File: config.mk
export PLATFORM = sky130hd
export DESIGN_NAME = trimmed_mean_window_filter
export DESIGN_NICKNAME = d
export VERILOG_FILES = /design/src/rtl/core/tmwf_pkg.sv /design/src/rtl/core/tmwf_cell.sv /design/src/rtl/core/tmwf_cfg.sv /design/src/rtl/core/trimmed_mean_window_filter.sv
export SDC_FILE = /design/constraint.sdc
export NUM_CORES = 2
export LEC_CHECK = 0
export BUFFER_PORTS_ARGS = -buffer_cell sky130_fd_sc_hd__buf_2
export CAP_MARGIN = 20
export CORE_MARGIN = 2
export CORE_UTILIZATION = 58
export DETAILED_ROUTE_END_ITERATION = 8
export GPL_TIMING_DRIVEN = 1
export PLACE_DENSITY_LB_ADDON = 0.12
export SETUP_SLACK_MARGIN = 0.3
export SLEW_MARGIN = 0
export SYNTH_ARGS = -nofsm -noshare
export SYNTH_HDL_FRONTEND = slang
export SYNTH_SLANG_ARGS = --single-unit
export TNS_END_PERCENT = 20
File: constraint.sdc
create_clock -name clk -period 7.34 [get_ports clk]
set_input_delay 0.734 -clock clk [delete_from_list [all_inputs] [get_ports clk]]
set_output_delay 0.734 -clock clk [all_outputs]
set_load 0.01 [all_outputs]
File: src/rtl/core/tmwf_pkg.sv
// ----------------------------------------------------------------------------
// tmwf_pkg: shared types and constants of the trimmed mean window filter
// Window geometry, rank range, register map and the cell link structs.
// ----------------------------------------------------------------------------
package tmwf_pkg;

  // Window and trimming geometry
  localparam int WINDOW_LEN = 10;
  localparam int RANK_FIRST = 3;
  localparam int RANK_COUNT = 4;
  localparam int AGE_W      = $clog2(WINDOW_LEN);
  localparam logic [AGE_W-1:0] AGE_OLDEST = AGE_W'(WINDOW_LEN - 1);

  // Field widths
  localparam int SAMPLE_W = 16;
  localparam int GAIN_W   = 12;
  localparam int BOUND_W  = 15;

  // Register map (word index on paddr[3:2])
  localparam int CFG_ADDR_W = 4;
  localparam logic [1:0] REG_LEFT_GAIN    = 2'd0;
  localparam logic [1:0] REG_RIGHT_GAIN   = 2'd1;
  localparam logic [1:0] REG_OUTPUT_BOUND = 2'd2;

  localparam logic [GAIN_W-1:0]  LEFT_GAIN_RST    = GAIN_W'(256);
  localparam logic [GAIN_W-1:0]  RIGHT_GAIN_RST   = GAIN_W'(256);
  localparam logic [BOUND_W-1:0] OUTPUT_BOUND_RST = BOUND_W'(32767);

  // One sorted entry; inf marks the empty slot above the top of the list
  typedef struct packed {
    logic                       inf;
    logic signed [SAMPLE_W-1:0] value;
    logic [AGE_W-1:0]           age;
  } entry_t;

  // Link from a cell to the one above it
  typedef struct packed {
    logic   del_seen;  // oldest entry sits at or below this cell
    entry_t r;         // compacted entry at this position
    logic   r_le_x;    // compacted entry is not above the new sample
  } link_t;

  // Configuration register set
  typedef struct packed {
    logic [GAIN_W-1:0]  left_gain;
    logic [GAIN_W-1:0]  right_gain;
    logic [BOUND_W-1:0] output_bound;
  } cfg_t;

endpackage

File: src/rtl/core/tmwf_cell.sv
// ----------------------------------------------------------------------------
// tmwf_cell: one slot of the sorted window chain
// Holds one value and its age; drops the oldest and inserts the new sample
// using only its two neighbors.
// ----------------------------------------------------------------------------
module tmwf_cell
  import tmwf_pkg::*;
(
  input  logic                       clk,
  input  logic                       rst_n,
  input  logic                       shift_en,
  input  logic [AGE_W-1:0]           init_age,
  input  logic signed [SAMPLE_W-1:0] x,
  input  entry_t                     upper,
  input  link_t                      lo_link,
  output link_t                      hi_link,
  output entry_t                     cur
);

  logic signed [SAMPLE_W-1:0] value_r, value_nxt;
  logic [AGE_W-1:0]           age_r, age_nxt;
  logic                       del_here;
  logic                       seen;
  entry_t                     r;
  logic                       r_le_x;

  assign cur = '{inf: 1'b0, value: value_r, age: age_r};

  // Compaction: above the dropped entry, take the upper neighbor's entry
  assign del_here = (age_r == AGE_OLDEST);
  assign seen     = lo_link.del_seen | del_here;
  assign r        = seen ? upper : cur;
  assign r_le_x   = !r.inf && ($signed(r.value) <= $signed(x));

  assign hi_link = '{del_seen: seen, r: r, r_le_x: r_le_x};

  // Insertion: keep own, take new sample, or take the lower entry
  always_comb begin
    if (r_le_x) begin
      value_nxt = r.value;
      age_nxt   = r.age + AGE_W'(1);
    end else if (lo_link.r_le_x) begin
      value_nxt = x;
      age_nxt   = '0;
    end else begin
      value_nxt = lo_link.r.value;
      age_nxt   = lo_link.r.age + AGE_W'(1);
    end
  end

  always_ff @(posedge clk) begin
    if (!rst_n) begin
      value_r <= '0;
      age_r   <= init_age;
    end else if (shift_en) begin
      value_r <= value_nxt;
      age_r   <= age_nxt;
    end
  end

endmodule

File: src/rtl/core/tmwf_cfg.sv
// ----------------------------------------------------------------------------
// tmwf_cfg: configuration register block
// APB-style write and read of gains and output bound.
// ----------------------------------------------------------------------------
module tmwf_cfg
  import tmwf_pkg::*;
(
  input  logic                  clk,
  input  logic                  rst_n,
  input  logic                  cfg_psel,
  input  logic                  cfg_penable,
  input  logic                  cfg_pwrite,
  input  logic [CFG_ADDR_W-1:0] cfg_paddr,
  input  logic [31:0]           cfg_pwdata,
  output logic [31:0]           cfg_prdata,
  output logic                  cfg_pready,
  output cfg_t                  cfg
);

  cfg_t       cfg_r, cfg_nxt;
  logic       wr_en;
  logic [1:0] reg_idx;

  assign cfg_pready = 1'b1;
  assign wr_en      = cfg_psel & cfg_penable & cfg_pwrite;
  assign reg_idx    = cfg_paddr[3:2];
  assign cfg        = cfg_r;

  // Write decode; unknown index leaves the registers alone
  always_comb begin
    cfg_nxt = cfg_r;
    if (wr_en) begin
      unique case (reg_idx)
        REG_LEFT_GAIN:    cfg_nxt.left_gain    = cfg_pwdata[GAIN_W-1:0];
        REG_RIGHT_GAIN:   cfg_nxt.right_gain   = cfg_pwdata[GAIN_W-1:0];
        REG_OUTPUT_BOUND: cfg_nxt.output_bound = cfg_pwdata[BOUND_W-1:0];
        default:          cfg_nxt = cfg_r;
      endcase
    end
  end

  // Read mux
  always_comb begin
    unique case (reg_idx)
      REG_LEFT_GAIN:    cfg_prdata = {{(32-GAIN_W){1'b0}}, cfg_r.left_gain};
      REG_RIGHT_GAIN:   cfg_prdata = {{(32-GAIN_W){1'b0}}, cfg_r.right_gain};
      REG_OUTPUT_BOUND: cfg_prdata = {{(32-BOUND_W){1'b0}}, cfg_r.output_bound};
      default:          cfg_prdata = '0;
    endcase
  end

  always_ff @(posedge clk) begin
    if (!rst_n) begin
      cfg_r <= '{left_gain: LEFT_GAIN_RST, right_gain: RIGHT_GAIN_RST,
                 output_bound: OUTPUT_BOUND_RST};
    end else begin
      cfg_r <= cfg_nxt;
    end
  end

endmodule

File: src/rtl/core/trimmed_mean_window_filter.sv
// ----------------------------------------------------------------------------
// trimmed_mean_window_filter: trimmed mean over a sliding window of samples
// A sorted chain of cells keeps the window in rank order; the middle ranks
// are summed in whole units, gained by sign, divided by 4 and clamped.
//
//   channel  dir  payload                     handshake
//   in_      in   tdata[15:0] sample (Q8.8)   tvalid/tready
//   out_     out  tdata[15:0] filtered (Q8.8) tvalid/tready
//   cfg_     in   gains, bound (APB)          psel/penable, pready=1
//
// One item per cycle sustained while out_tready keeps the output draining;
// the chain updates at the accepting edge, then the rank sum, gain multiply,
// and divide and clamp are registered in turn into units_r, prod_r and out_r.
// Each stage holds its item while the next one is stalled.
// Reset (synchronous, active low) zeroes the window and loads register
// defaults; there is no clearing pass.
// ----------------------------------------------------------------------------
module trimmed_mean_window_filter
  import tmwf_pkg::*;
(
  input  logic                  clk,
  input  logic                  rst_n,
  input  logic                  in_tvalid,
  output logic                  in_tready,
  input  logic [15:0]           in_tdata,   // [15:0] sample
  output logic                  out_tvalid,
  input  logic                  out_tready,
  output logic [15:0]           out_tdata,  // [15:0] filtered
  input  logic                  cfg_psel,
  input  logic                  cfg_penable,
  input  logic                  cfg_pwrite,
  input  logic [CFG_ADDR_W-1:0] cfg_paddr,
  input  logic [31:0]           cfg_pwdata,
  output logic [31:0]           cfg_prdata,
  output logic                  cfg_pready
);

  localparam int UNITS_W = 12;
  localparam int ACC_W   = UNITS_W + 8;
  localparam int PROD_W  = UNITS_W + GAIN_W + 1;
  localparam int QUOT_W  = PROD_W - 2;

  cfg_t cfg;

  tmwf_cfg u_cfg (
    .clk         (clk),
    .rst_n       (rst_n),
    .cfg_psel    (cfg_psel),
    .cfg_penable (cfg_penable),
    .cfg_pwrite  (cfg_pwrite),
    .cfg_paddr   (cfg_paddr),
    .cfg_pwdata  (cfg_pwdata),
    .cfg_prdata  (cfg_prdata),
    .cfg_pready  (cfg_pready),
    .cfg         (cfg)
  );

  // Pipeline handshake
  logic v0_r, v1_r, v2_r, v3_r;
  logic rdy1, rdy2, rdy3;
  logic acc_in, adv1, adv2, adv3;

  assign rdy3      = !v3_r | out_tready;
  assign rdy2      = !v2_r | rdy3;
  assign rdy1      = !v1_r | rdy2;
  assign in_tready = !v0_r | rdy1;
  assign acc_in    = in_tvalid & in_tready;
  assign adv1      = v0_r & rdy1;
  assign adv2      = v1_r & rdy2;
  assign adv3      = v2_r & rdy3;

  always_ff @(posedge clk) begin
    if (!rst_n) begin
      v0_r <= 1'b0;
      v1_r <= 1'b0;
      v2_r <= 1'b0;
      v3_r <= 1'b0;
    end else begin
      if (acc_in)     v0_r <= 1'b1;
      else if (adv1)  v0_r <= 1'b0;
      if (adv1)       v1_r <= 1'b1;
      else if (adv2)  v1_r <= 1'b0;
      if (adv2)       v2_r <= 1'b1;
      else if (adv3)  v2_r <= 1'b0;
      if (adv3)       v3_r <= 1'b1;
      else if (out_tready) v3_r <= 1'b0;
    end
  end

  // Sorted cell chain, smallest at index 0
  logic signed [SAMPLE_W-1:0] x;
  entry_t cur   [WINDOW_LEN];
  entry_t upper [WINDOW_LEN];
  link_t  link  [WINDOW_LEN+1];

  assign x       = $signed(in_tdata);
  assign link[0] = '{del_seen: 1'b0, r: '0, r_le_x: 1'b1};

  for (genvar i = 0; i < WINDOW_LEN; i++) begin : g_cell
    if (i == WINDOW_LEN - 1) begin : g_top
      assign upper[i] = '{inf: 1'b1, value: '0, age: '0};
    end else begin : g_mid
      assign upper[i] = cur[i+1];
    end

    tmwf_cell u_cell (
      .clk      (clk),
      .rst_n    (rst_n),
      .shift_en (acc_in),
      .init_age (AGE_W'(i)),
      .x        (x),
      .upper    (upper[i]),
      .lo_link  (link[i]),
      .hi_link  (link[i+1]),
      .cur      (cur[i])
    );
  end

  // Stage 1: whole-unit sum of the middle ranks, truncated after each add
  logic signed [UNITS_W-1:0] units_r, units_nxt;

  always_comb begin
    logic signed [ACC_W-1:0]   t;
    logic signed [UNITS_W-1:0] q;
    units_nxt = '0;
    for (int k = RANK_FIRST; k < RANK_FIRST + RANK_COUNT; k++) begin
      t = $signed({units_nxt, 8'h00})
        + ACC_W'($signed(cur[k].value));
      q = t[ACC_W-1:8];
      if (t[ACC_W-1] && (t[7:0] != 8'h00)) q = q + UNITS_W'(1);
      units_nxt = q;
    end
  end

  always_ff @(posedge clk) begin
    if (adv1) units_r <= units_nxt;
  end

  // Stage 2: gain by sign of the average
  logic signed [PROD_W-1:0] prod_r, prod_nxt;
  logic [GAIN_W-1:0]        gain_sel;

  assign gain_sel = units_r[UNITS_W-1] ? cfg.right_gain : cfg.left_gain;
  assign prod_nxt = PROD_W'($signed(units_r)) * $signed({1'b0, gain_sel});

  always_ff @(posedge clk) begin
    if (adv2) prod_r <= prod_nxt;
  end

  // Stage 3: divide by 4 toward zero, clamp to the bound
  logic signed [QUOT_W-1:0] quot;
  logic signed [QUOT_W-1:0] bnd;
  logic signed [QUOT_W-1:0] clamped;
  logic [15:0]              out_r;

  always_comb begin
    quot = prod_r[PROD_W-1:2];
    if (prod_r[PROD_W-1] && (prod_r[1:0] != 2'b00)) quot = quot + QUOT_W'(1);
    bnd = $signed({{(QUOT_W-BOUND_W){1'b0}}, cfg.output_bound});
    if (quot > bnd)       clamped = bnd;
    else if (quot < -bnd) clamped = -bnd;
    else                  clamped = quot;
  end

  always_ff @(posedge clk) begin
    if (adv3) out_r <= clamped[15:0];
  end

  assign out_tvalid = v3_r;
  assign out_tdata  = out_r;

endmodule
==> run_results.csv <==
group,metric,value,unit
logic_synthesis,syn_inst,3554,
logic_synthesis,synth_edf_count,53,
timing,rsz0062_at_grt,"true",
grt,grt_start_max_net_pins,90,
clock_network,cts_made_buffers,37,
route,vias,26700,
die,start_util,0.584,
placed_design,placed_cell_area,0.0303,mm2
logic_synthesis,synth.avg_cell_area,8.22,um2
finish,final_cells,4243,
route,drt_iter0_markers,2064,
finish,layout_commonest_cell,"nand2_1",
worst_setup_path,cp_slowest_stage_delay,400,ps
min_path,worstHoldPathType,"primary input to flop",
route,drt-met1-wl,34.9,mm
logic_synthesis,synth_flop_cell,"dfxtp_1",
grt,grt_pass1_wl,139,mm
finish,final_area,0.0321,mm2
pwr,power.density,314,mW/mm2
timing,hold_ws,428,ps
worst_setup_path,cp-startpoint,"g_cell[3].u_cell.value_r[7]",
timing,drv_slew,0,
worst_setup_path,crit_required,7650,ps
finish,syn_to_final_growth,9.76,%
route,vias_per_cell,6.28,
grt,grt_overflow,0,
worst_setup_path,rrSetupSlack,380,ps
worst_setup_path,cp_common_cell,"o21ai_2",
pwr,peakVddDrop,214,uV
clock_network,clk_latency,560,ps
route,wl_met3,5.07,mm
grt,grt_pass1_vias,26200,
worst_setup_path,cp_num_cells,31,
clock_network,hold_buffers,0,
worst_setup_path,crit_fanout,6,
logic_synthesis,ys_seq_elements,296,
route,wirelength,87.5,mm
finish,fin_nets,4033,
min_path,min_path_cells,3,
placed_design,dp_hpwl,64.6,mm
worst_setup_path,cp_num_buf_inv,0,
timing,skew,24.2,ps
placed_design,place.gp.congestion,1.03,
die,die_h,228,um
die,io_pins,110,
pwr,leakage,0.0142,uW
timing,fin_crit,6960,ps
route,detail-route-antenna-nets,0,
route,top_layer,"met4",
clock_network,clkSinkCount,296,
logic_synthesis,seq_area_frac_synth,0.221,
worst_setup_path,crit_path_start_kind,"flop",
route,wl_met2,42.7,mm
grt,antenna_found_initial,0,
logic_synthesis,synthArstFlopShare,0,
clock_network,htreeDepth,2,
die,die-area,0.0522,mm2
clock_network,cts_root_buffer,"clkbuf_16",
logic_synthesis,yosys_warnings,0,
worst_setup_path,rr_worst_depth,31,
timing,setup_viol,0,
worst_setup_path,cp.arrival,7270,ps
clock_network,clk_path_buf_depth,3,
outcome,outcome,"completed",
timing,worst_slew_pin_slew,1040,ps
worst_setup_path,reg2reg_from,"g_cell[3].u_cell.value_r[7]",
logic_synthesis,ys_types,92,
timing,hold_violations,0,
finish,layout_common_cells,"nand2_1 (390), ha_1 (312), o21ai_0 (260)",
pwr,total_power,10100,uW
die,core,0.0500,mm2
route,dr.pass1.iters,6,
grt,grt_use_total,0.328,
route,drc_errors,0,
timing,max_freq,0.144,GHz
flow_run,maxCapViolCount,0,
timing,relSlewSlack,0.296,
logic_synthesis,synthesis.area,0.0292,mm2
placed_design,dp_cells,4156,
worst_setup_path,endpoint,"units_r[1]",
die,die_width,228,um
die,std_cell_rows,82,
finish,num_antenna_cells,0,
clock_network,clkSlewWorstSetupHoldPaths,70,ps
worst_setup_path,critPathTopFamily,"compound AO/OA/AOI/OAI gates",
finish,drive_gt1_frac,0.141,
timing,fin_crit_sh,0.948,
placed_design,portBuffers,72,
worst_setup_path,critPathKind,"flop to flop",
worst_setup_path,critPathSlowestCell,"o41ai_4",
clock_network,cts_tree,"yes",
worst_setup_path,reg2reg_to,"units_r[1]",
worst_setup_path,crit_path_end_kind,"flop",
route,wire_per_inst,20.6,um
==> through the flow <==
stage	setup WS [ps]	setup TNS, ps	util
CTS	306	0	0.632
detailed placement	-126	-526	0.606
floorplan	336	0	-
global route	121	0	0.641
finish	378	0	0.641
global placement	63.2	0	0.606
==> where the power goes <==
group,total (uW),internal (uW),switching [uW]
Clock,1830,1090,741
Sequential,2370,2010,356
Combinational,5870,2460,3400
==> registers in the layout, summed over array words and instances, names as in the netlist <==
| name | count |
|---|---|
| v1_r | 1 |
| u_cfg.cfg | 39 |
| v2_r | 1 |
| units_r | 12 |
| prod_r | 25 |
| out_tdata | 16 |
| g_cell.u_cell.age_r | 40 |
| out_tvalid | 1 |
| g_cell.u_cell.value_r | 160 |
| v0_r | 1 |
==> layout make-up <==
cell class	count	area, um2
clock buffer	45	1030
clock inverter	15	150
fill	4364	17900
inverter	224	841
multi-input combinational	2822	21600
sequential	296	6470
tap	672	841
timing repair buffer	169	1120
==> tightest hold or removal path, delay by kind of cell <==
family / cells / cell delay, ps
AND/OR/NAND/NOR: 1 / 40
buffers and inverters: 1 / 80
AO/OA/AOI/OAI: 1 / 80
==> synth_stat cells (6+ instances only) <==
master	n	area (um2)
nor4bb_1	6	60.1
buf_4	19	143
edfxtp_1	53	1590
or3_1	16	100
buf_2	11	55.1
a31oi_1	78	488
o22ai_1	15	93.8
nor2b_1	54	338
nor4_1	14	87.6
a221oi_1	6	52.6
inv_1	221	830
nand4_1	44	275
o21ai_0	267	1340
a311oi_1	9	78.8
nor3_1	64	320
or2_2	8	50.1
fa_1	104	2080
buf_1	23	86.3
mux2i_1	105	1050
and3_1	12	75.1
a211o_1	17	149
mux2_2	154	1730
nor3b_1	22	165
and2_1	65	407
a21o_1	43	323
nor2_1	190	713
a2111oi_0	8	70.1
nand2b_1	63	394
ha_1	320	4000
nand2_1	391	1470
dfxtp_1	243	4860
xor2_1	43	377
o31ai_1	10	75.1
o211ai_1	91	683
clkbuf_1	175	657
o21a_1	47	353
xnor2_1	83	727
a21oi_1	246	1230
nand3_1	61	305
o221ai_1	6	52.6
a211oi_1	44	330
==> how the worst min path moves through the flow <==
stage                                     start                          end  slack (ps)
floorplan           g_cell[0].u_cell.value_r[0]  g_cell[0].u_cell.value_r[0]         430
global placement    g_cell[0].u_cell.value_r[0]  g_cell[0].u_cell.value_r[0]         440
detailed placement  g_cell[0].u_cell.value_r[0]  g_cell[0].u_cell.value_r[0]         450
CTS                              cfg_pwdata[14]                u_cfg.cfg[14]         410
global route                     cfg_pwdata[14]                u_cfg.cfg[14]         430
finish                           cfg_pwdata[12]                u_cfg.cfg[12]         430
==> what timing repair did <==
item                                    in CTS  in global routing
pin swaps                                   11                 39
buffers inserted                             5                 19
endpoints found under the setup margin      12                 15
gates cloned                                 0                  1
resized for setup                           28                 57
==> metal layers <==
| metal | track usage | vias to the layer above |
|---|---|---|
| met3 | 0.0460 | 286 |
| li1 | - | 12600 |
| met1 | 0.392 | 12800 |
| met2 | 0.573 | 925 |
| met4 | 0.172 | 0 |
| met5 | 0 | - |
==> logic make-up (layout without fill, tap and decap cells) <==
logic type      after synthesis  count (layout)  share of synthesized area
compound gates              950             950                      0.201
xor+xnor                    127             127                     0.0383
fa+ha+maj                   424             424                      0.208
buf+inv                     452             453                     0.0610
flops                       296             296                      0.221
mux                         262             262                     0.0965
other cells                   2              18                   0.000257
simple gates               1041            1041                      0.173
No activity file was read; power rests on OpenSTA's default activity.
